===== config.mk =====
export PLATFORM = sky130hd
export DESIGN_NAME = can_tx_slot_queue
export DESIGN_NICKNAME = d
export VERILOG_FILES = /design/src/rtl/core/cantxq_pkg.sv /design/src/rtl/core/can_tx_slot_queue.sv /design/src/rtl/core/cantxq_slot_ctrl.sv /design/src/rtl/core/cantxq_frame_mem.sv
export SDC_FILE = /design/constraint.sdc
export NUM_CORES = 1
export LEC_CHECK = 0
export BUFFER_PORTS_ARGS = -buffer_cell sky130_fd_sc_hd__buf_2
export CORE_MARGIN = 2
export CORE_UTILIZATION = 52
export CTS_BUF_LIST = sky130_fd_sc_hd__clkbuf_8
export DETAILED_ROUTE_END_ITERATION = 16
export PLACE_DENSITY = 0.7
export SYNTH_ARGS = -nofsm -noshare
export SYNTH_HDL_FRONTEND = slang
export SYNTH_SLANG_ARGS = --single-unit

===== constraint.sdc =====
create_clock -name clk -period 23.4 [get_ports clk]
set_input_delay 2.34 -clock clk [delete_from_list [all_inputs] [get_ports clk]]
set_output_delay 2.34 -clock clk [all_outputs]
set_load 0.05 [all_outputs]

===== src/rtl/core/cantxq_pkg.sv =====
// Shared types and constants for the CAN transmit slot queue.
package cantxq_pkg;

	localparam int DEF_SLOT_COUNT = 8;
	localparam int NODE_ID_W      = 7;
	localparam int PEAK_W         = 4;
	localparam int PEAK_CALC_W    = 7;

	localparam logic [PEAK_W-1:0] PEAK_MAX   = 4'd15;
	localparam logic [7:0]        SIDH_BASE  = 8'b1011_0000;

	localparam logic CMD_ENQUEUE = 1'b0;
	localparam logic CMD_SERVICE = 1'b1;

	typedef enum logic [1:0] {
		ST_FREE    = 2'd0,
		ST_OPEN    = 2'd1,
		ST_PENDING = 2'd2
	} slot_st_t;

	typedef struct packed {
		logic [4:0]  sidl_low;
		logic [7:0]  eidh;
		logic [7:0]  eidl;
		logic [7:0]  dlc;
		logic [63:0] data;
	} frame_t;

	typedef struct packed {
		logic enq_hit;
		logic enq_full;
		logic srv_hit;
	} slot_sel_t;

endpackage


===== src/rtl/core/can_tx_slot_queue.sv =====
// Top level of the slotted CAN transmit queue.
// In the cycle an item is accepted the slot search runs, the status
// table is updated and the frame memory is written (enqueue) or read (service); in the
// next cycle the registered memory read data forms the result, which is loaded into the
// output register once that register is free. A new item is accepted once the previous
// one has moved into the output register. Stored frames come back from a synchronous
// memory with a registered read port; slot status lives in flip-flops cleared by reset.
module can_tx_slot_queue #(
	parameter int SLOT_COUNT = cantxq_pkg::DEF_SLOT_COUNT
) (
	input  logic                             clk,
	input  logic                             arst_n,
	input  logic                             cfg_wr_en,
	input  logic [cantxq_pkg::NODE_ID_W-1:0] cfg_wr_data,
	input  logic                             in_valid,
	output logic                             in_ready,
	input  logic                             cmd,
	input  logic                             tx_busy,
	input  logic [4:0]                       sidl_low_bits,
	input  logic [7:0]                       ext_id_high,
	input  logic [7:0]                       ext_id_low,
	input  logic [7:0]                       length_code,
	input  logic [63:0]                      payload,
	output logic                             out_valid,
	input  logic                             out_ready,
	output logic                             accepted,
	output logic                             queue_full,
	output logic                             frame_valid,
	output logic [7:0]                       frame_sidh,
	output logic [7:0]                       frame_sidl,
	output logic [7:0]                       frame_eidh,
	output logic [7:0]                       frame_eidl,
	output logic [7:0]                       frame_dlc,
	output logic [63:0]                      frame_data,
	output logic [cantxq_pkg::PEAK_W-1:0]    high_water
);

	localparam int IDX_W = (SLOT_COUNT > 1) ? $clog2(SLOT_COUNT) : 1;

	logic [cantxq_pkg::NODE_ID_W-1:0] node_id_q;
	cantxq_pkg::slot_sel_t            sel;
	logic [IDX_W-1:0]                 sel_idx;
	logic [cantxq_pkg::PEAK_W-1:0]    peak;
	cantxq_pkg::frame_t               wr_frame;
	cantxq_pkg::frame_t               rd_frame;
	logic                             in_fire;
	logic                             is_enq;
	logic                             is_srv;
	logic                             out_load;

	logic valid_s1;
	logic acc_s1;
	logic full_s1;
	logic send_s1;

	logic                          out_valid_q;
	logic                          accepted_q;
	logic                          queue_full_q;
	logic                          frame_valid_q;
	logic [7:0]                    frame_sidh_q;
	logic [7:0]                    frame_sidl_q;
	logic [7:0]                    frame_eidh_q;
	logic [7:0]                    frame_eidl_q;
	logic [7:0]                    frame_dlc_q;
	logic [63:0]                   frame_data_q;
	logic [cantxq_pkg::PEAK_W-1:0] high_water_q;

	assign in_ready = !valid_s1;
	assign in_fire  = in_valid && in_ready;
	assign is_enq   = (cmd == cantxq_pkg::CMD_ENQUEUE);
	assign is_srv   = (cmd == cantxq_pkg::CMD_SERVICE) && !tx_busy;
	assign out_load = valid_s1 && (!out_valid_q || out_ready);

	assign wr_frame.sidl_low = sidl_low_bits;
	assign wr_frame.eidh     = ext_id_high;
	assign wr_frame.eidl     = ext_id_low;
	assign wr_frame.dlc      = length_code;
	assign wr_frame.data     = payload;

	cantxq_slot_ctrl #(
		.SLOT_COUNT(SLOT_COUNT),
		.IDX_W     (IDX_W)
	) u_slot_ctrl (
		.clk    (clk),
		.arst_n (arst_n),
		.start  (in_fire),
		.cmd    (cmd),
		.tx_busy(tx_busy),
		.sel    (sel),
		.sel_idx(sel_idx),
		.peak   (peak)
	);

	cantxq_frame_mem #(
		.SLOT_COUNT(SLOT_COUNT),
		.IDX_W     (IDX_W)
	) u_frame_mem (
		.clk    (clk),
		.wr_en  (in_fire && is_enq && sel.enq_hit),
		.wr_addr(sel_idx),
		.wr_data(wr_frame),
		.rd_en  (in_fire && is_srv && sel.srv_hit),
		.rd_addr(sel_idx),
		.rd_data(rd_frame)
	);

	always_ff @(posedge clk or negedge arst_n) begin
		if (!arst_n) begin
			node_id_q <= '0;
		end else if (cfg_wr_en) begin
			node_id_q <= cfg_wr_data;
		end
	end

	always_ff @(posedge clk or negedge arst_n) begin
		if (!arst_n) begin
			valid_s1 <= 1'b0;
		end else if (in_fire) begin
			valid_s1 <= 1'b1;
		end else if (out_load) begin
			valid_s1 <= 1'b0;
		end
	end

	always_ff @(posedge clk) begin
		if (in_fire) begin
			acc_s1  <= is_enq && sel.enq_hit;
			full_s1 <= is_enq && sel.enq_full;
			send_s1 <= is_srv && sel.srv_hit;
		end
	end

	always_ff @(posedge clk or negedge arst_n) begin
		if (!arst_n) begin
			out_valid_q <= 1'b0;
		end else if (out_load) begin
			out_valid_q <= 1'b1;
		end else if (out_ready) begin
			out_valid_q <= 1'b0;
		end
	end

	always_ff @(posedge clk) begin
		if (out_load) begin
			accepted_q    <= acc_s1;
			queue_full_q  <= full_s1;
			frame_valid_q <= send_s1;
			high_water_q  <= peak;
			if (send_s1) begin
				frame_sidh_q <= cantxq_pkg::SIDH_BASE | {4'b0000, node_id_q[6:3]};
				frame_sidl_q <= {node_id_q[2:0], rd_frame.sidl_low};
				frame_eidh_q <= rd_frame.eidh;
				frame_eidl_q <= rd_frame.eidl;
				frame_dlc_q  <= rd_frame.dlc;
				frame_data_q <= rd_frame.data;
			end else begin
				frame_sidh_q <= '0;
				frame_sidl_q <= '0;
				frame_eidh_q <= '0;
				frame_eidl_q <= '0;
				frame_dlc_q  <= '0;
				frame_data_q <= '0;
			end
		end
	end

	assign out_valid   = out_valid_q;
	assign accepted    = accepted_q;
	assign queue_full  = queue_full_q;
	assign frame_valid = frame_valid_q;
	assign frame_sidh  = frame_sidh_q;
	assign frame_sidl  = frame_sidl_q;
	assign frame_eidh  = frame_eidh_q;
	assign frame_eidl  = frame_eidl_q;
	assign frame_dlc   = frame_dlc_q;
	assign frame_data  = frame_data_q;
	assign high_water  = high_water_q;

endmodule


===== src/rtl/core/cantxq_slot_ctrl.sv =====
// Slot status table with lowest-free and lowest-open search and peak tracking.
module cantxq_slot_ctrl #(
	parameter int SLOT_COUNT = cantxq_pkg::DEF_SLOT_COUNT,
	parameter int IDX_W      = (SLOT_COUNT > 1) ? $clog2(SLOT_COUNT) : 1
) (
	input  logic                          clk,
	input  logic                          arst_n,
	input  logic                          start,
	input  logic                          cmd,
	input  logic                          tx_busy,
	output cantxq_pkg::slot_sel_t         sel,
	output logic [IDX_W-1:0]              sel_idx,
	output logic [cantxq_pkg::PEAK_W-1:0] peak
);

	cantxq_pkg::slot_st_t status_q [SLOT_COUNT];
	logic [cantxq_pkg::PEAK_W-1:0] peak_q;

	logic                          free_hit;
	logic [IDX_W-1:0]              free_idx;
	logic                          open_hit;
	logic [IDX_W-1:0]              open_idx;
	logic [cantxq_pkg::PEAK_CALC_W-1:0] used;
	logic [cantxq_pkg::PEAK_W-1:0] peak_cand;
	logic                          do_enq;
	logic                          do_srv;

	always_comb begin
		free_hit = 1'b0;
		free_idx = '0;
		open_hit = 1'b0;
		open_idx = '0;
		for (int i = SLOT_COUNT - 1; i >= 0; i--) begin
			if (status_q[i] == cantxq_pkg::ST_FREE) begin
				free_hit = 1'b1;
				free_idx = IDX_W'(i);
			end
			if (status_q[i] == cantxq_pkg::ST_OPEN) begin
				open_hit = 1'b1;
				open_idx = IDX_W'(i);
			end
		end
	end

	assign used      = cantxq_pkg::PEAK_CALC_W'(free_idx) + cantxq_pkg::PEAK_CALC_W'(1);
	assign peak_cand = (used > cantxq_pkg::PEAK_CALC_W'(cantxq_pkg::PEAK_MAX)) ?
		cantxq_pkg::PEAK_MAX : used[cantxq_pkg::PEAK_W-1:0];

	assign do_enq = start && (cmd == cantxq_pkg::CMD_ENQUEUE);
	assign do_srv = start && (cmd == cantxq_pkg::CMD_SERVICE) && !tx_busy;

	assign sel.enq_hit  = free_hit;
	assign sel.enq_full = !free_hit;
	assign sel.srv_hit  = open_hit;
	assign sel_idx      = (cmd == cantxq_pkg::CMD_ENQUEUE) ? free_idx : open_idx;
	assign peak         = peak_q;

	always_ff @(posedge clk or negedge arst_n) begin
		if (!arst_n) begin
			for (int i = 0; i < SLOT_COUNT; i++) begin
				status_q[i] <= cantxq_pkg::ST_FREE;
			end
			peak_q <= '0;
		end else begin
			if (do_enq && free_hit) begin
				status_q[free_idx] <= cantxq_pkg::ST_OPEN;
				if (peak_cand > peak_q) begin
					peak_q <= peak_cand;
				end
			end
			if (do_srv) begin
				for (int i = 0; i < SLOT_COUNT; i++) begin
					if (status_q[i] == cantxq_pkg::ST_PENDING) begin
						status_q[i] <= cantxq_pkg::ST_FREE;
					end
				end
				if (open_hit) begin
					status_q[open_idx] <= cantxq_pkg::ST_PENDING;
				end
			end
		end
	end

endmodule


===== src/rtl/core/cantxq_frame_mem.sv =====
// Frame storage memory, one write port and one registered read port.
module cantxq_frame_mem #(
	parameter int SLOT_COUNT = cantxq_pkg::DEF_SLOT_COUNT,
	parameter int IDX_W      = (SLOT_COUNT > 1) ? $clog2(SLOT_COUNT) : 1
) (
	input  logic                clk,
	input  logic                wr_en,
	input  logic [IDX_W-1:0]    wr_addr,
	input  cantxq_pkg::frame_t  wr_data,
	input  logic                rd_en,
	input  logic [IDX_W-1:0]    rd_addr,
	output cantxq_pkg::frame_t  rd_data
);

	cantxq_pkg::frame_t mem [SLOT_COUNT];
	cantxq_pkg::frame_t rd_data_q;

	always_ff @(posedge clk) begin
		if (wr_en) begin
			mem[wr_addr] <= wr_data;
		end
		if (rd_en) begin
			rd_data_q <= mem[rd_addr];
		end
	end

	assign rd_data = rd_data_q;

endmodule

==> results of run 1 <==
synth_stat cells (9+ instances only):
cell type	number	area, sq um
and2_1	104	651
buf_1	9	33.8
buf_12	12	240
buf_2	14	70.1
clkbuf_1	26	97.6
dfrtp_1	29	726
edfxtp_1	947	28400
inv_1	9	33.8
mux2_1	43	484
mux2_2	60	676
mux4_1	41	1080
mux4_2	145	3270
nand2_1	11	41.3
nor2_1	22	82.6
nor2b_1	10	62.6
o21ai_0	13	65.1
power by group:
part / leakage, nW / total, W / internal, W / switching (W)
clock network: 1.53 / 0.00127 / 0.000646 / 0.000622
registers: 8.98 / 0.00220 / 0.00215 / 0.0000482
logic: 3.34 / 0.00146 / 0.000700 / 0.000758
total: 13.8 / 0.00492 / 0.00349 / 0.00143
final cells by class:
cell class | instances | area (sq um) | share of cell area (%)
Timing Repair Buffer | 248 | 1320 | 3.18
Sequential cell | 976 | 29200 | 70.4
Clock buffer | 162 | 2230 | 5.39
Multi-Input combinational cell | 512 | 6990 | 16.9
Tap cell | 940 | 1180 | 2.84
Inverter | 9 | 33.8 | 0.0816
Clock inverter | 102 | 458 | 1.11
Antenna cell | 12 | 30.0 | 0.0725
layer usage:
| layer | global-route usage, % | part of all wire [%] | up-vias | routed length [um] |
|---|---|---|---|---|
| met3 | 5.13 | 6.2 | 134 | 4450 |
| met5 | 0 | 0.13 | - | 95 |
| li1 | - | - | 7190 | - |
| met4 | 7.60 | 2.4 | 16 | 1710 |
| met1 | 26.2 | 41 | 8822 | 29400 |
| met2 | 33.5 | 51 | 524 | 36700 |
critical path, delay by kind of cell:
| family | cells | cell delay, ps |
|---|---|---|
| AND/OR/NAND/NOR | 5 | 2020 |
| buffers and inverters | 3 | 1380 |
sequential cells by signal, indices dropped and copies added, names as in the netlist, 4 cells and up:
name	cells
frame_eidh	8
u_slot_ctrl.peak	4
frame_data	64
frame_eidl	8
u_frame_mem.rd_data	93
frame_sidh	5
frame_sidl	8
frame_dlc	8
high_water	4
u_slot_ctrl.status_q	16
u_frame_mem.mem	744
node_id_q	7
final timing paths:
check / startpoint / endpoint / slack [ps] / cells past startpoint
setup / recovery: in_valid / u_frame_mem.mem[2][47] / 17990 / 8
hold / removal: full_s1 / queue_full / 420 / 0
setup reg to reg: u_slot_ctrl.status_q[15] / u_frame_mem.mem[2][47] / 18820 / 8
hold reg to reg: full_s1 / queue_full / 420 / 0
max in group asynchronous: arst_n / node_id_q[1] / 21340 / 1
min in group asynchronous: arst_n / node_id_q[3] / 1610 / 1
through the flow:
step           hold slack [ps]  power, W  setup slack, ps  instances
2_1_floorplan              400   0.00346            13530       1567
3_3_place_gp               411   0.00368            17160       2685
3_5_place_dp               410   0.00372            17090       2685
4_1_cts                    427   0.00499            17950       2949
5_1_grt                    433   0.00516            17710       2958
6_report                   420   0.00492            17990       2961
cells by family (layout without fill, tap and decap cells):
group	count (synthesis)	after routing	synth area share, %
DFF	976	976	79.6
adders and majority gates	6	6	0.205
AOI/OAI and AO/OA	44	44	0.885
buffers and inverters	79	521	1.53
and+or+nand+nor	169	169	2.65
other	1	13	0.0102
xor gates and xnor gates	1	1	0.0239
muxes	291	291	15.1
==> out/qor.yml, run 1 <==
synth:
  async_flop_share_pct: 2.97
  synth-seq-cells: 976
  synth_area_sq_um: 36600
  syn_avg_cell_area_sq_um: 23.4
  synth_cell_type_count: 47
  synth_seq_area_share_pct: 79.6
  synth.net_count: 1680
  synth_edf_count: 947
  yosysWarnings: 0
  netlist_instances: 1567
  ys.flop_type: "edfxtp_1"
sta:
  timing.fmax_mhz: 185
  fin_setup_tns_ps: 0
  fin_crit_sh_pct: 23.1
  fin_worst_skew_ps: 29.2
  maxSlewHeadroom_pct: 25.4
  tightest_slew_ps: 1120
  finalSetupViolCount: 0
  finalCriticalPeriod_ps: 5410
  report.final.slew_viol_count: 0
  finalHoldViolations: 0
  rsz0062_at_grt: "false"
route:
  vias: 16700
  drt-initial-drc-count: 1170
  detail_route.wl_per_cell_um: 24.4
  vias_per_cell: 5.64
  first_pass_iters: 5
  post-route-drc-count: 0
  ant_nets: 0
  wl_um: 72300
layout:
  layout-drive-gt1-share_pct: 32.3
  design_area_sq_um: 41400
  layout_common_cells: "947 x edfxtp_1, 218 x buf_2, 162 x clkbuf_8"
  fin_util_pct: 59.2
  fin_nets: 2013
  syn_to_final_growth_pct: 13.0
  final_common_cell: "edfxtp_1"
  fillers: 5067
worst_setup_path:
  crit_type: "in2reg"
  cp_max_fo: 41
  max_stage_delay_ps: 800
  critPathLaunchType: "input pin"
  worstSetupEndpointType: "register"
  crit_arrival_ps: 5790
  cp.required_ps: 23780
  crit_chain: "buf_2, nor2b_1, nand2_1, nor2_1, nand2_1, nor2_4, buf_4, buf_4"
  cp_slowest_cell: "nor2_4"
cts:
  cts_tree: "done"
  cts.sinks: 976
  clkLatencyLatePin_ps: 780
  ctsRootBufferMaster: "clkbuf_8"
  htreeDepth: 4
  post-cts-setup-buffers: 0
  clk_pin_slew_ps: 60
  cts-resized-gates: 0
  clk_path_buf_depth: 3
  holdBufCountCts: 0
  numCtsBuffers: 153
place:
  post-dp-hpwl_um: 38100
  portBuffers: 218
  dpl_cell_area_sq_um: 38700
  gp_congestion: 0.795
global_routing:
  grtUsageTotal_pct: 20.3
  grt_overflow: 0
  first_global_vias: 17600
  grt_max_degree: 75
  antenna_found_initial: 23
  grt_first_pass_wirelength_um: 109000
floorplanning:
  core-area_sq_um: 69900
  dieArea_sq_um: 72600
  fp-row-count: 97
  io_pins: 220
  start_util_pct: 52.4
  fp.dieW_um: 269
  die_y_um: 269
power:
  cellLeakagePower_nw: 13.8
  pwr_density_cell_nw_per_um2: 119
  vdd_ir_drop_max_v: 0.0000951
worst_hold_path:
  hold_path.class: "reg2reg"
run_status:
  outcome: "finished, final reports clean"
run:
  maxCapViolCount: 0
Note: power is estimated with default switching activity, not from simulation.
==> inputs of run 2 (changes only) <==
--- a/config.mk
+++ b/config.mk
@@ -10,7 +10,7 @@
 export CORE_UTILIZATION = 52
 export CTS_BUF_LIST = sky130_fd_sc_hd__clkbuf_8
 export DETAILED_ROUTE_END_ITERATION = 16
-export PLACE_DENSITY = 0.7
+export PLACE_DENSITY = 0.73
 export SYNTH_ARGS = -nofsm -noshare
 export SYNTH_HDL_FRONTEND = slang
 export SYNTH_SLANG_ARGS = --single-unit
==> constraint.sdc (replaced) <==
create_clock -name clk -period 4.6 [get_ports clk]
set_input_delay 0.46 -clock clk [delete_from_list [all_inputs] [get_ports clk]]
set_output_delay 0.46 -clock clk [all_outputs]
set_load 0.05 [all_outputs]
==> out/qor.yml, run 2 (synthesis results as in run 1) <==
cts:
  cts_tree: "done"
  clk_path_buf_depth: 3  # unchanged
  ctsRootBufferMaster: "clkbuf_8"
  htreeDepth: 4  # unchanged
  numCtsBuffers: 154  # +0.65%
  clk_pin_slew_ps: 60  # about the same
  cts.sinks: 976  # unchanged
  clkLatencyLatePin_ps: 780  # about the same
  cts-resized-gates: 0  # unchanged
worst_setup_path:
  cp-startpoint: "u_slot_ctrl.status_q[15]"
  cp.required_ps: 5240  # -18,540 ps
  worst-r2r-setup-slack_ps: 660  # -18,160 ps
  critPathLaunchType: "register"
  worstSetupEndpointType: "register"
  crit_arrival_ps: 4580  # -1210 ps
  crit_type: "reg2reg"
  r2r-start: "u_slot_ctrl.status_q[15]"
  cp_max_fo: 10  # -76%
global_routing:
  grt_util_met3_pct: 4.44  # -0.69 points
  grt_overflow: 0  # unchanged
  grtUsageMet1_pct: 26.6  # +0.38 points
  grt_max_degree: 95  # +27%
  met2_usage_pct: 34.6  # +1.1 points
  first_global_vias: 18300  # +3.8%
  busiest_layer: "met2"
  grt_first_pass_wirelength_um: 110000  # +1.2%
  grtUsageTotal_pct: 20.4  # +0.11 points
  antenna_found_initial: 6  # -74%
place:
  dpl_cell_area_sq_um: 39000  # +0.86%
  dp_slack_ps: 707  # -16,380 ps
  portBuffers: 218  # unchanged
  gp_congestion: 0.841  # +5.7%
  post-dp-hpwl_um: 38000  # -0.27%
route:
  drt-initial-drc-count: 1256  # +7.4%
  wl_um: 72300  # about the same
  vias_per_cell: 5.51  # -2.3%
  ant_nets: 0  # unchanged
  post-route-drc-count: 0  # unchanged
  detail_route.wl_per_cell_um: 23.6  # -3.5%
  vias: 16900  # +1.3%
  first_pass_iters: 5  # unchanged
layout:
  layout.area.seq_sq_um: 29200  # unchanged
  top_register: "u_frame_mem.mem"
  final_common_cell: "edfxtp_1"
  layout-drive-gt1-share_pct: 30.8  # -1.5 points
  fin_nets: 2126  # +5.6%
  multi_input_area_sq_um: 7000  # about the same
  fillers: 4901  # -3.3%
  largest_reg_flops: 744  # unchanged
  syn_to_final_growth_pct: 16.7
  design_area_sq_um: 42800  # +3.3%
  fin_util_pct: 61.2  # +2.0 points
  layout_common_cells: "947 x edfxtp_1, 218 x buf_2, 159 x clkbuf_8"
power:
  cellLeakagePower_nw: 14.5  # +4.6%
  p_seq_share_pct: 44.4  # -0.2 points
  p_int_w: 0.0179  # +410%
  total_power_w: 0.0252  # +410%
  clkPwrFrac_pct: 25.5  # -0.3 points
  vdd_ir_drop_max_v: 0.000840  # +780%
  swShare_pct: 29.0  # -0.060 points
  power.switching_w: 0.00729  # +410%
  p_comb_share_pct: 30.1  # +0.5 points
  pwr_density_cell_nw_per_um2: 588  # +390%
floorplanning:
  io_pins: 220  # unchanged
  die_y_um: 269  # unchanged
  dieArea_sq_um: 72600  # unchanged
  core-area_sq_um: 69900  # unchanged
  start_util_pct: 52.4  # unchanged
  fp-row-count: 97  # unchanged
  fp.dieW_um: 269  # unchanged
sta:
  report.final.slew_viol_count: 0  # unchanged
  fin_setup_tns_ps: 0  # unchanged
  fin_worst_skew_ps: 29.6  # +0.419 ps
  maxSlewHeadroom_pct: 32.0  # +6.7 points
  finalHoldViolations: 0  # unchanged
  tightest_slew_ps: 1020  # -103 ps
  fin_ws_ps: 659  # -17,330 ps
  finalCriticalPeriod_ps: 3940
  rsz0062_at_grt: "false"
  timing.fmax_mhz: 254
  fin_crit_sh_pct: 85.7
  finalSetupViolCount: 0  # unchanged
run_status:
  outcome: "finished, final reports clean"
worst_hold_path:
  hold_path.class: "in2reg"
  hp-start: "cfg_wr_en"
run:
  maxCapViolCount: 0  # unchanged
[run 2: cell types whose count changed in the layout (fill, tap and decap cells not counted), sizes merged]
cell	before	now
clkbuf	162	159
diode	12	4
clkinvlp	6	7
buf	248	253
dlygate4sd3	0	107
inv	59	83
clkinv	45	26
[run 2: layer usage]
| layer | share of wire, % | vias up | routed length, um |
|---|---|---|---|
| li1 | - | 7412 | - |
| met1 | 41 | 8853 | 29400 |
| met2 | 52 | 526 | 37400 |
| met3 | 5.8 | 101 | 4200 |
| met4 | 1.7 | 4 | 1210 |
| met5 | 0.029 | - | 21 |
[run 2: area by class of cell]
class                      count  area share (%)
timing repair buffer         360            6.34
antenna                        4          0.0234
sequential                   976            68.2
clock inverter               108            1.13
inverter                       9          0.0790
multi-input combinational    512            16.4
tap                          940            2.75
clock buffer                 159            5.12
[run 2: path summary, 6_finish.rpt]
path | end | cells after the start
max | u_slot_ctrl.peak[2] | 13
min | node_id_q[3] | 2
max reg2reg | u_slot_ctrl.peak[2] | 13
min reg2reg | accepted | 0
max in group asynchronous | u_slot_ctrl.status_q[13] | 2
min in group asynchronous | node_id_q[4] | 2
[run 2: timing repair]
item,in CTS,in global routing
setup buffers,0,0
hold buffers,107,0
endpoints found under the hold margin,782,0
[run 2: stage by stage]
| stage | hold WS, ps | cells |
|---|---|---|
| after floorplan | 164 | 1567 |
| final | 75.7 | 3068 |
| after global placement | 413 | 2690 |
| after global routing | 32.7 | 3068 |
| after detailed placement | 410 | 2690 |
| after CTS | 3.95 | 3064 |
[run 2: power groups by stage]
| stage | clock [W] | sequential [W] | combinational [W] |
|---|---|---|---|
| floorplan | 0 | 0.0118 | 0.00581 |
| global placement | 0 | 0.0113 | 0.00748 |
| detailed placement | 0 | 0.0114 | 0.00763 |
| CTS | 0.00659 | 0.0112 | 0.00774 |
| global route | 0.00696 | 0.0112 | 0.00821 |
| finish | 0.00641 | 0.0112 | 0.00758 |
[run 2: critical path, stage by stage (launching register included)]
cell     delay (ps)
dfrtp_1         460
nor2_1          210
or3_1           210
o41a_1          240
and2_1          510
inv_1           320
ha_1            270
xnor2_1         240
ha_1            290
o21a_1          110
o21a_1          160
o21ai_0         190
or3_1           230
mux2_2          360
